==> src/hw/rtl/stsd_pkg.sv <==
// Package for the step/direction generator: transfer payload structs,
// operation and register index codes, and fixed constants. No dependencies.
`timescale 1ns / 1ps

package stsd_pkg;

  typedef enum logic [2:0] {
    OP_STEP     = 3'd0,
    OP_MOMENTUM = 3'd1,
    OP_NORMAL   = 3'd2,
    OP_MANUAL   = 3'd3,
    OP_RESET    = 3'd4
  } op_e;

  typedef enum logic [1:0] {
    CFG_DIR_POLARITY  = 2'd0,
    CFG_TRAVEL_EXTENT = 2'd1
  } cfg_idx_e;

  localparam logic [31:0] MANUAL_STEPS  = 32'hFFFF_FFFF;
  localparam logic [6:0]  MOMENTUM_FULL = 7'd100;
  localparam logic [15:0] HALF_FRACTION = 16'd32768;
  localparam logic [15:0] EXTENT_RESET  = 16'd8000;
  localparam logic signed [31:0] POS_MAX = 32'sh7FFF_FFFF;
  localparam logic signed [31:0] POS_MIN = 32'sh8000_0000;

  typedef struct packed {
    logic [2:0]  operation;
    logic [15:0] target_fraction;
  } in_item_t;

  typedef struct packed {
    logic               step_level;
    logic               dir_level;
    logic               enable_n;
    logic signed [31:0] position_now;
    logic [31:0]        steps_left;
    logic [6:0]         momentum_pct;
  } out_item_t;

  typedef struct packed {
    logic        dir_polarity;
    logic [15:0] travel_extent;
  } cfg_t;

  // Input stage contents: item plus registered target product
  typedef struct packed {
    logic [2:0]  operation;
    logic [15:0] target_fraction;
    logic [31:0] product;
  } stage_t;

  typedef struct packed {
    logic signed [31:0] position;
    logic [6:0]         momentum;
  } axis_status_t;

endpackage

==> src/hw/rtl/stsd_cfg_regs.sv <==
// Configuration registers: direction polarity and travel extent.
// Depends on stsd_pkg.
`timescale 1ns / 1ps

module stsd_cfg_regs (
  input  logic                  clk_i,
  input  logic                  rst_ni,
  input  logic                  cfg_valid_i,
  output logic                  cfg_ready_o,
  input  logic [1:0]            cfg_index_i,
  input  logic [15:0]           cfg_data_i,
  output stsd_pkg::cfg_t        cfg_o
);

  stsd_pkg::cfg_t cfg_q, cfg_d;

  assign cfg_ready_o = 1'b1;
  assign cfg_o       = cfg_q;

  always_comb begin
    cfg_d = cfg_q;
    if (cfg_valid_i) begin
      case (stsd_pkg::cfg_idx_e'(cfg_index_i))
        stsd_pkg::CFG_DIR_POLARITY:  cfg_d.dir_polarity  = cfg_data_i[0];
        stsd_pkg::CFG_TRAVEL_EXTENT: cfg_d.travel_extent = cfg_data_i;
        default: ;
      endcase
    end
  end

  always_ff @(posedge clk_i or negedge rst_ni) begin
    if (!rst_ni) begin
      cfg_q.dir_polarity  <= 1'b1;
      cfg_q.travel_extent <= stsd_pkg::EXTENT_RESET;
    end else begin
      cfg_q <= cfg_d;
    end
  end

endmodule

==> src/hw/rtl/stsd_in_stage.sv <==
// Input register stage: captures an item and the target product t * extent.
// Depends on stsd_pkg.
`timescale 1ns / 1ps

module stsd_in_stage (
  input  logic                  clk_i,
  input  logic                  rst_ni,
  input  logic                  in_valid_i,
  output logic                  in_ready_o,
  input  stsd_pkg::in_item_t    in_data_i,
  input  logic [15:0]           travel_extent_i,
  input  logic                  take_i,
  output logic                  stage_valid_o,
  output stsd_pkg::stage_t      stage_o
);

  logic             valid_q, valid_d;
  stsd_pkg::stage_t stage_q, stage_d;
  logic             load;

  assign in_ready_o    = !valid_q || take_i;
  assign load          = in_valid_i && in_ready_o;
  assign stage_valid_o = valid_q;
  assign stage_o       = stage_q;

  always_comb begin
    valid_d = valid_q;
    if (load) begin
      valid_d = 1'b1;
    end else if (take_i) begin
      valid_d = 1'b0;
    end
    stage_d.operation       = in_data_i.operation;
    stage_d.target_fraction = in_data_i.target_fraction;
    stage_d.product         = 32'(in_data_i.target_fraction) * 32'(travel_extent_i);
  end

  always_ff @(posedge clk_i or negedge rst_ni) begin
    if (!rst_ni) begin
      valid_q <= 1'b0;
    end else begin
      valid_q <= valid_d;
    end
  end

  always_ff @(posedge clk_i) begin
    if (load) begin
      stage_q <= stage_d;
    end
  end

endmodule

==> src/hw/rtl/stsd_axis.sv <==
// Axis state, per-operation update logic and result register.
// Depends on stsd_pkg.
`timescale 1ns / 1ps

module stsd_axis (
  input  logic                    clk_i,
  input  logic                    rst_ni,
  input  stsd_pkg::cfg_t          cfg_i,
  input  logic                    stage_valid_i,
  input  stsd_pkg::stage_t        stage_i,
  output logic                    take_o,
  output logic                    out_valid_o,
  input  logic                    out_ready_i,
  output stsd_pkg::out_item_t     out_data_o,
  output stsd_pkg::axis_status_t  status_o
);

  logic [31:0]        rem_q, rem_d;
  logic signed [31:0] pos_q, pos_d;
  logic               dir_q, dir_d;
  logic               phase_q, phase_d;
  logic [6:0]         mom_q, mom_d;
  logic               pin_step_q, pin_step_d;
  logic               pin_dir_q, pin_dir_d;
  logic               pin_en_n_q, pin_en_n_d;
  logic               out_valid_q;
  stsd_pkg::out_item_t out_q;

  logic               load;
  logic signed [48:0] num;
  logic [48:0]        mag;
  logic               set_dir;
  logic               new_dir;

  assign take_o      = !out_valid_q || out_ready_i;
  assign load        = stage_valid_i && take_o;
  assign out_valid_o = out_valid_q;
  assign out_data_o  = out_q;

  assign status_o.position = pos_q;
  assign status_o.momentum = mom_q;

  // Distance to target, scaled by 2^16
  assign num = $signed({17'd0, stage_i.product}) - $signed({pos_q[31], pos_q, 16'd0});
  assign mag = num[48] ? 49'(-num) : 49'(num);

  always_comb begin
    rem_d      = rem_q;
    pos_d      = pos_q;
    dir_d      = dir_q;
    phase_d    = phase_q;
    mom_d      = mom_q;
    pin_step_d = pin_step_q;
    pin_dir_d  = pin_dir_q;
    pin_en_n_d = pin_en_n_q;
    set_dir    = 1'b0;
    new_dir    = dir_q;
    case (stsd_pkg::op_e'(stage_i.operation))
      stsd_pkg::OP_STEP: begin
        if (rem_q != 32'd0) begin
          pin_en_n_d = 1'b0;
          if (phase_q) begin
            rem_d = rem_q - 32'd1;
            if (dir_q) begin
              if (pos_q != stsd_pkg::POS_MAX) pos_d = pos_q + 32'sd1;
            end else begin
              if (pos_q != stsd_pkg::POS_MIN) pos_d = pos_q - 32'sd1;
            end
          end
          pin_step_d = phase_q;
          pin_dir_d  = cfg_i.dir_polarity ? dir_q : !dir_q;
          phase_d    = !phase_q;
        end else begin
          pin_en_n_d = 1'b1;
        end
      end
      stsd_pkg::OP_MOMENTUM: begin
        if (mom_q < stsd_pkg::MOMENTUM_FULL) mom_d = mom_q + 7'd1;
      end
      stsd_pkg::OP_NORMAL: begin
        rem_d   = mag[47:16];
        set_dir = 1'b1;
        new_dir = !num[48] && (num != 49'sd0);
      end
      stsd_pkg::OP_MANUAL: begin
        rem_d   = stsd_pkg::MANUAL_STEPS;
        set_dir = 1'b1;
        new_dir = stage_i.target_fraction > stsd_pkg::HALF_FRACTION;
      end
      stsd_pkg::OP_RESET: begin
        rem_d = 32'd0;
        mom_d = 7'd0;
      end
      default: ;
    endcase
    if (set_dir) begin
      if (new_dir != dir_q) mom_d = 7'd0;
      dir_d = new_dir;
    end
  end

  always_ff @(posedge clk_i or negedge rst_ni) begin
    if (!rst_ni) begin
      rem_q       <= 32'd0;
      pos_q       <= 32'sd0;
      dir_q       <= 1'b0;
      phase_q     <= 1'b0;
      mom_q       <= 7'd0;
      pin_step_q  <= 1'b0;
      pin_dir_q   <= 1'b0;
      pin_en_n_q  <= 1'b1;
      out_valid_q <= 1'b0;
    end else begin
      if (load) begin
        rem_q      <= rem_d;
        pos_q      <= pos_d;
        dir_q      <= dir_d;
        phase_q    <= phase_d;
        mom_q      <= mom_d;
        pin_step_q <= pin_step_d;
        pin_dir_q  <= pin_dir_d;
        pin_en_n_q <= pin_en_n_d;
      end
      if (take_o) begin
        out_valid_q <= stage_valid_i;
      end
    end
  end

  always_ff @(posedge clk_i) begin
    if (load) begin
      out_q.step_level   <= pin_step_d;
      out_q.dir_level    <= pin_dir_d;
      out_q.enable_n     <= pin_en_n_d;
      out_q.position_now <= pos_d;
      out_q.steps_left   <= rem_d;
      out_q.momentum_pct <= mom_d;
    end
  end

endmodule

==> src/hw/rtl/stepper_step_dir_generator_unit.sv <==
// Top level of the single-axis step/direction generator.
// Depends on stsd_pkg, stsd_cfg_regs, stsd_in_stage and stsd_axis.
`timescale 1ns / 1ps

// Usage:
// - Input channel (in_valid_i/in_ready_o/in_data_i) carries one operation per
//   transfer: step tick, momentum tick, normal move, manual move or reset.
// - Output channel (out_valid_o/out_ready_i/out_data_o) returns exactly one
//   result per input item: pin levels, position, steps left and momentum.
// - Config channel (cfg_valid_i/cfg_ready_o) writes direction polarity
//   (index 0) and travel extent (index 1); always ready. Write only when idle.
// - Path: input register (holding the target product), then the axis update
//   into the result register, which loads only while it is free or being read.
// - Throughput: one item per cycle unless the receiver stalls; each update
//   is registered before the next item, so back-to-back items see its effects.
// - When the receiver stalls, the result register holds and the input register
//   still takes one more item; in_ready_o drops only when both are full.
// - Reset clears position, steps, direction, phase and momentum, sets enable_n
//   high, polarity to 1 and extent to 8000. No clearing pass is needed.
module stepper_step_dir_generator_unit (
  input  logic                 clk_i,
  input  logic                 rst_ni,
  input  logic                 in_valid_i,
  output logic                 in_ready_o,
  input  stsd_pkg::in_item_t   in_data_i,
  output logic                 out_valid_o,
  input  logic                 out_ready_i,
  output stsd_pkg::out_item_t  out_data_o,
  input  logic                 cfg_valid_i,
  output logic                 cfg_ready_o,
  input  logic [1:0]           cfg_index_i,
  input  logic [15:0]          cfg_data_i
);

  stsd_pkg::cfg_t          cfg;
  stsd_pkg::stage_t        stage;
  stsd_pkg::axis_status_t  status;
  logic                    stage_valid;
  logic                    take;

  stsd_cfg_regs u_cfg (
    .clk_i       (clk_i),
    .rst_ni      (rst_ni),
    .cfg_valid_i (cfg_valid_i),
    .cfg_ready_o (cfg_ready_o),
    .cfg_index_i (cfg_index_i),
    .cfg_data_i  (cfg_data_i),
    .cfg_o       (cfg)
  );

  stsd_in_stage u_in (
    .clk_i           (clk_i),
    .rst_ni          (rst_ni),
    .in_valid_i      (in_valid_i),
    .in_ready_o      (in_ready_o),
    .in_data_i       (in_data_i),
    .travel_extent_i (cfg.travel_extent),
    .take_i          (take),
    .stage_valid_o   (stage_valid),
    .stage_o         (stage)
  );

  stsd_axis u_axis (
    .clk_i         (clk_i),
    .rst_ni        (rst_ni),
    .cfg_i         (cfg),
    .stage_valid_i (stage_valid),
    .stage_i       (stage),
    .take_o        (take),
    .out_valid_o   (out_valid_o),
    .out_ready_i   (out_ready_i),
    .out_data_o    (out_data_o),
    .status_o      (status)
  );

  a_mom_range: assert property (@(posedge clk_i) disable iff (!rst_ni)
    status.momentum <= stsd_pkg::MOMENTUM_FULL)
    else $error("momentum above full scale");

  a_pos_step: assert property (@(posedge clk_i) disable iff (!rst_ni)
    ##1 (status.position == $past(status.position) ||
         status.position == $past(status.position) + 32'sd1 ||
         status.position == $past(status.position) - 32'sd1))
    else $error("position moved by more than one step");

  a_stall_only: assert property (@(posedge clk_i) disable iff (!rst_ni)
    !in_ready_o |-> (out_valid_o && !out_ready_i && stage_valid))
    else $error("input blocked without a full pipeline");

endmodule
==> config.mk <==
export PLATFORM = sky130hd
export DESIGN_NAME = stepper_step_dir_generator_unit
export DESIGN_NICKNAME = d
export VERILOG_FILES = /design/src/hw/rtl/stsd_pkg.sv /design/src/hw/rtl/stsd_cfg_regs.sv /design/src/hw/rtl/stsd_in_stage.sv /design/src/hw/rtl/stsd_axis.sv /design/src/hw/rtl/stepper_step_dir_generator_unit.sv
export SDC_FILE = /design/constraint.sdc
export NUM_CORES = 1
export LEC_CHECK = 0
export ABC_AREA = 1
export BUFFER_PORTS_ARGS = -buffer_cell sky130_fd_sc_hd__buf_2
export CELL_PAD_IN_SITES_DETAIL_PLACEMENT = 0
export CELL_PAD_IN_SITES_GLOBAL_PLACEMENT = 2
export CORE_ASPECT_RATIO = 2
export CORE_MARGIN = 4
export CORE_UTILIZATION = 25
export CTS_CLUSTER_DIAMETER = 200
export DETAILED_ROUTE_END_ITERATION = 6
export PLACE_DENSITY_LB_ADDON = 0.1
export SLEW_MARGIN = 10
export SYNTH_ARGS = -nofsm -noshare
export SYNTH_HDL_FRONTEND = slang
export SYNTH_SLANG_ARGS = --single-unit
export TNS_END_PERCENT = 1
==> constraint.sdc <==
create_clock -name clk_i -period 9.2 [get_ports clk_i]
set_clock_uncertainty 0.15 [all_clocks]
set_input_delay 0.46 -clock clk_i [delete_from_list [all_inputs] [get_ports clk_i]]
set_output_delay 0.46 -clock clk_i [all_outputs]
set_load 0.02 [all_outputs]
==> results of run 1 <==
-- worst max-delay path, stage by stage, from the launching register on --
cell and delay [ps]:
dfrtp_1 950, nand2_1 140, fa_1 560, fa_1 530
inv_1 50, fa_1 500, fa_1 530, fa_1 550
inv_1 50, fa_1 530, inv_1 50, ha_1 400
a21oi_1 320, o21ai_0 130, a21oi_1 220, nand3_1 310
nand3_1 180, nand2_1 110, a21boi_0 290, o21bai_1 130
xor2_1 150
-- sequential cells by signal, summed over array words and instances, names as in the netlist, 7 cells and up --
signal,count
u_axis.rem_q,32
u_axis.mom_q,7
u_axis.pos_q,32
u_axis.out_data_o,74
u_in.stage_o,51
u_cfg.cfg_o,17
-- final cells by class --
| cell class | instances | area [um2] | area share |
|---|---|---|---|
| multi-input cells | 2153 | 14200 | 0.542 |
| repair buffers | 163 | 998 | 0.0380 |
| clock inverters | 18 | 235 | 0.00895 |
| flip-flops and latches | 220 | 6140 | 0.234 |
| well taps | 1200 | 1500 | 0.0571 |
| inverters | 645 | 2430 | 0.0925 |
| clock buffers | 32 | 726 | 0.0276 |
-- cells by family after synthesis --
group,Yosys count
XOR/XNOR,74
other,1
buffers and inverters,769
flip-flops,220
multiplexers,15
adder cells (fa/ha/maj),321
AO/OA/AOI/OAI,282
AND/OR/NAND/NOR,1460
-- cells in the mapped netlist (26+ instances only) --
master	count
dfrtp_1	87
xor2_1	65
ha_1	126
nor2_2	26
inv_1	609
nor3_1	35
nand2_1	888
clkbuf_1	96
nand3_1	170
fa_1	195
inv_2	32
o21ai_0	125
edfxtp_1	125
nand2_2	28
a21oi_1	60
nor2_1	206
nand4_1	49
-- layout by cell type (no fill, tap or decap), types with 10 or more instances in the layout --
master and n:
o22ai_1 10, edfxtp_1 125, nor2_2 29, clkbuf_16 28
nand2_1 887, o2111ai_1 17, nand3_1 170, o21ai_1 15
nand2_2 29, buf_2 116, inv_1 607, inv_2 33
nand4_1 49, o211ai_1 12, fa_1 195, xor2_1 65
dlygate4sd3_1 26, o21ai_0 125, nor2_1 203, ha_1 126
dfrtp_1 87, buf_4 21, a21oi_1 60, nor3_1 35
nor4_1 11, mux2_2 15
-- per-layer routing --
layer  up-vias  global-route usage
met1      9830               0.172
met4         0              0.0803
li1       9857                   -
met2       367               0.402
met5         -                   0
met3       139              0.0128
-- final timing paths --
kind | start | to | slack [ps]
max | u_cfg.cfg_o[7] | u_in.stage_o[29] | 2080
min | in_data_i[6] | u_in.stage_o[38] | 170
max reg2reg | u_cfg.cfg_o[7] | u_in.stage_o[29] | 2080
min reg2reg | u_axis.pin_en_n_q | u_axis.pin_en_n_q | 340
max in group asynchronous | rst_ni | u_axis.pos_q[9] | 7160
min in group asynchronous | rst_ni | u_axis.rem_q[15] | 380
-- repair_timing --
item                      CTS  global route
gates resized for setup     0             0
hold endpoints to repair   62             0
hold buffers               26             0
-- stage by stage --
step                      instance area, um2   util
after floorplan                        23300      -
after global placement                 25100  0.270
after detailed placement               25100  0.270
after CTS                              26300  0.283
after global routing                   26300  0.283
final                                  26300  0.283
==> results.py, run 1 <==
metrics = {
    "outcome": {
        "status": "complete, no violations",
    },
    "critical_path": {
        "critPathMaxFanout": 17,
        "worstSetupEndpointType": "flip-flop",
        "cp.arrival_ps": 7330,
        "r2r_cells": 20,
        "critPathLaunchType": "flip-flop",
        "worstPathRequired_ps": 9420,
        "crit_type": "flip-flop to flip-flop",
    },
    "synthesis": {
        "synth_area_leaders": "fa_1 (17%), edfxtp_1 (16%), nand2_1 (14%)",
        "synth-edff-count": 125,
        "synth_top_flop_cell": "edfxtp_1",
        "synth_compound_area_frac": 0.0703,
        "ys_ff_latch": 220,
        "synth_top_cell_area_share": 0.168,
        "synthCells": 3142,
        "yosysUniqueCellTypes": 64,
        "synthAdderAreaFrac": 0.235,
        "yosys_warnings": 0,
        "synth_top_cell_by_area": "fa_1",
        "ys_seq_area_frac": 0.264,
        "avgSynthCellArea_um2": 7.42,
        "muxShareOfSynthArea": 0.00725,
        "synth_fp_nets": 3505,
        "synth_xor_area_frac": 0.0278,
        "synthSimpleGateAreaFrac": 0.270,
        "async_flop_share": 0.432,
        "syn-cell-area_um2": 23300,
        "synth_top_family_by_area": "simple AND/OR/NAND/NOR gates",
    },
    "floorplan": {
        "die_w_um": 224,
        "initial_core_util": 0.251,
        "core_area_um2": 92700,
        "row_count": 158,
        "pin_count": 119,
        "dieArea_um2": 98500,
        "die_h_um": 440,
    },
    "clock_tree": {
        "cts_made_buffers": 27,
        "clock-sinks": 220,
        "clock_latency_ps": 630,
        "cts_root_buffer": "clkbuf_16",
        "cts_max_path_buffers": 3,
        "ctsHtreeMaxLevel": 1,
        "cts_tree": "built",
        "post_cts_buffers": 0,
        "clk_transition_reported_paths_ps": 70,
    },
    "place": {
        "port_buffers": 117,
        "place_ws_ps": 2070,
        "dp_cells": 4355,
        "dpl.hpwl_um": 77200,
        "gp_congestion": 0.895,
    },
    "finish": {
        "fillers": 10254,
        "area_delta_synth_final_pct": 12.8,
        "antenna_cells": 0,
        "drive_gt1_frac": 0.104,
        "stdcell_count": 4431,
        "nets": 3573,
    },
    "detailed_routing": {
        "wl_met3_um": 2020,
        "highest_layer": "met4",
        "via_count": 20193,
        "drt-total-wl_um": 92700,
        "drt_iter0_drc": 999,
        "drt_pass1_iterations": 6,
        "drt-met1-wl_um": 30400,
        "ant_nets": 0,
        "wire_per_inst_um": 20.9,
        "vias_per_cell": 4.56,
        "drc": 0,
        "met2WireLength_um": 55800,
    },
    "timing": {
        "fin_hold_ws_ps": 171,
        "setup-tns-final_ps": 0,
        "fin_crit_ps": 7120,
        "period_share": 0.774,
        "slew-limit-headroom": 0.325,
        "final_hold_viol_count": 0,
        "worst_slack_ps": 2080,
        "setup_viol": 0,
        "fmax_mhz": 141,
        "worst_pin_slew_ps": 1000,
        "drv_slew": 0,
        "grt_setup_unrepaired": "no",
    },
    "global_routing": {
        "grt_usage": 0.186,
        "grt_pass1_wl_um": 138000,
        "grt_max_degree": 100,
        "antenna_found_initial": 0,
        "grt_pass1_vias": 21491,
        "overflow": 0,
    },
    "run": {
        "maxCapViolCount": 0,
    },
    "worst_hold_path": {
        "holdPathStages": 1,
        "min_path_type": "primary input to flip-flop",
    },
}
Power of run 1 is not shown: default switching activity piles up to over one toggle a cycle in this logic, so the estimate is an artifact.
==> inputs of run 2 (changes only) <==
ABC_AREA = 0   (was 1)
clock period = 7.1 ns   (was 9.2 ns; I/O delays follow)
==> results.py, run 2 <==
metrics = {
    "critical_path": {
        "rrSetupSlack_ps": 260,
        "r2r_cells": 25,
        "r2r_start": "u_cfg.cfg_o[5]",
        "worstPathRequired_ps": 7290,
        "critPathLaunchType": "flip-flop",
        "critical_path.max_stage_delay_ps": 550,
        "worstSetupEndpointType": "flip-flop",
        "critPathMostFrequentCell": "fa_1",
        "rr_endpoint": "u_in.stage_o[31]",
        "crit_type": "flip-flop to flip-flop",
        "cp.arrival_ps": 7030,
        "path_buf_inv": 7,
        "critPathMaxFanout": 7,
        "crit_path_top_delay_cell": "fa_1",
        "critical_path.top_delay_family": "adder cells",
    },
    "finish": {
        "stdcell_count": 3567,
        "antenna_cells": 0,
        "final_cell_mix": "inv_1 (275), nand2_1 (262), fa_1 (195)",
        "fin_util": 0.291,
        "final_common_cell": "inv_1",
        "fillers": 9215,
        "drive_gt1_frac": 0.137,
        "largest_register_ffs": 74,
        "area_delta_synth_final_pct": 15.6,
        "nets": 2831,
    },
    "synthesis": {
        "yosysUniqueCellTypes": 96,
        "ys_top_cells_by_count": "inv_1 (275), nand2_1 (263), fa_1 (195)",
        "avgSynthCellArea_um2": 9.25,
        "synth.most_common_cell": "inv_1",
        "synth_top_cell_by_area": "fa_1",
        "synth_top_cell_area_share": 0.181,
        "yosys_warnings": 0,
        "synth-edff-count": 125,
        "async_flop_share": 0.432,
        "synth_area_leaders": "fa_1 (18%), edfxtp_1 (17%), dfrtp_1 (10%)",
        "synth_top_flop_cell": "edfxtp_1",
        "syn-cell-area_um2": 21500,
        "ys_seq_area_frac": 0.285,
        "synthCells": 2329,
        "synth_fp_nets": 2692,
        "ys_ff_latch": 220,
    },
    "place": {
        "port_buffers": 117,
        "dp_cells": 3487,
        "dpl.hpwl_um": 67900,
        "place_ws_ps": 55.0,
        "gp_congestion": 0.807,
    },
    "clock_tree": {
        "cts_root_buffer": "clkbuf_16",
        "clock-sinks": 220,
        "ctsHtreeMaxLevel": 1,
        "cts_made_buffers": 27,
        "clock_latency_ps": 610,
        "clk_transition_reported_paths_ps": 70,
        "cts_max_path_buffers": 3,
        "cts_tree": "built",
    },
    "timing": {
        "worst_pin_slew_ps": 1080,
        "fin_crit_ps": 6840,
        "fmax_mhz": 146,
        "final_hold_viol_count": 0,
        "worst_slack_ps": 265,
        "slew-limit-headroom": 0.274,
        "period_share": 0.963,
        "fin_hold_ws_ps": 40.9,
        "drv_slew": 0,
        "setup_viol": 0,
    },
    "global_routing": {
        "grt_max_degree": 77,
        "grt_pass1_vias": 18863,
        "overflow": 0,
        "grt_usage": 0.179,
        "antenna_found_initial": 0,
        "grt_pass1_wl_um": 123000,
    },
    "run": {
        "maxCapViolCount": 0,
    },
    "floorplan": {
        "row_count": 152,
        "core_area_um2": 85600,
        "pin_count": 119,
        "initial_core_util": 0.252,
        "die_h_um": 423,
        "dieArea_um2": 91200,
        "die_w_um": 216,
    },
    "outcome": {
        "status": "complete, no violations",
    },
    "detailed_routing": {
        "vias_per_cell": 4.81,
        "wire_per_inst_um": 23.1,
        "ant_nets": 0,
        "drt_iter0_drc": 838,
        "drt-total-wl_um": 82300,
        "drc": 0,
        "via_count": 17164,
        "drt_pass1_iterations": 5,
    },
    "worst_hold_path": {
        "min_path_type": "primary input to async pin",
    },
}
[run 2: changes by cell type after synthesis, sizes merged, moves of 16 or more]
cell    delta
nand2    -658
inv      -367
and2     +133
nand3    -133
xnor2     +91
nor2      -77
o21ai     -68
a21oi     +55
xor2      -31
nand4     -27
mux2      +25
a221oi    +21
a21o      +18
nand2b    +16
[run 2: worst register-to-register path: cells and delay by family (launching register included)]
family	cells	cell delay, ps
XOR/XNOR	1	80
adder cells (fa/ha/maj)	7	3390
AO/OA/AOI/OAI	7	1350
buffers and inverters	7	680
flip-flops	1	460
AND/OR/NAND/NOR	3	470
[run 2: what timing repair did]
item	CTS	global route
buffers inserted	0	2
gates resized for setup	0	6
endpoints found under the setup margin	0	5
hold buffers	28	0
endpoints found under the hold margin	44	0
[run 2: stage by stage]
stage	TNS [ps]	instance area, um2
final	0	24900
after floorplan	0	21500
after CTS	0	24900
after detailed placement	0	23600
after global placement	-9.20	23600
after global routing	-24.8	24900
[run 2: how the worst max path moves through the flow]
stage | from | end | slack (ps) | depth (start not counted)
5_1_grt | u_cfg.cfg_o[5] | u_in.stage_o[31] | -20 | 25
2_1_floorplan | u_cfg.cfg_o[9] | u_in.stage_o[31] | 360 | 23
6_report | u_cfg.cfg_o[5] | u_in.stage_o[31] | 260 | 25
3_5_place_dp | in_data_i[7] | u_in.stage_o[31] | 60 | 26
4_1_cts | u_cfg.cfg_o[9] | u_in.stage_o[31] | 80 | 26
3_3_place_gp | in_data_i[5] | u_in.stage_o[31] | -9 | 26
[run 2: layout make-up]
cell class | count | area [um2] | share of cell area
multi-input combinational | 1717 | 14000 | 0.560
clock inverter | 21 | 272 | 0.0109
inverter | 277 | 1040 | 0.0419
clock buffer | 29 | 683 | 0.0274
sequential | 220 | 6140 | 0.246
timing repair buffer | 225 | 1470 | 0.0591
tap | 1078 | 1350 | 0.0541
[run 2: cell families after synthesis]
family | count (synthesis) | share of synthesized area
other | 1 | 0.000174
adders and majority gates | 321 | 0.254
xor gates and xnor gates | 134 | 0.0545
muxes | 42 | 0.0218
buffers and inverters | 392 | 0.0693
and+or+nand+nor | 827 | 0.192
DFF | 220 | 0.285
AOI/OAI and AO/OA | 392 | 0.123
[run 2: per-layer routing]
layer / part of all wire / wire (um) / up-vias / global-route usage
met5: 0 / 0 / - / 0
met4: 0.034 / 2820 / 0 / 0.0555
met1: 0.33 / 26900 / 8615 / 0.167
met2: 0.62 / 50700 / 287 / 0.392
li1: - / - / 8162 / -
met3: 0.022 / 1820 / 100 / 0.0146
Power of run 2 is left out for the same reason.
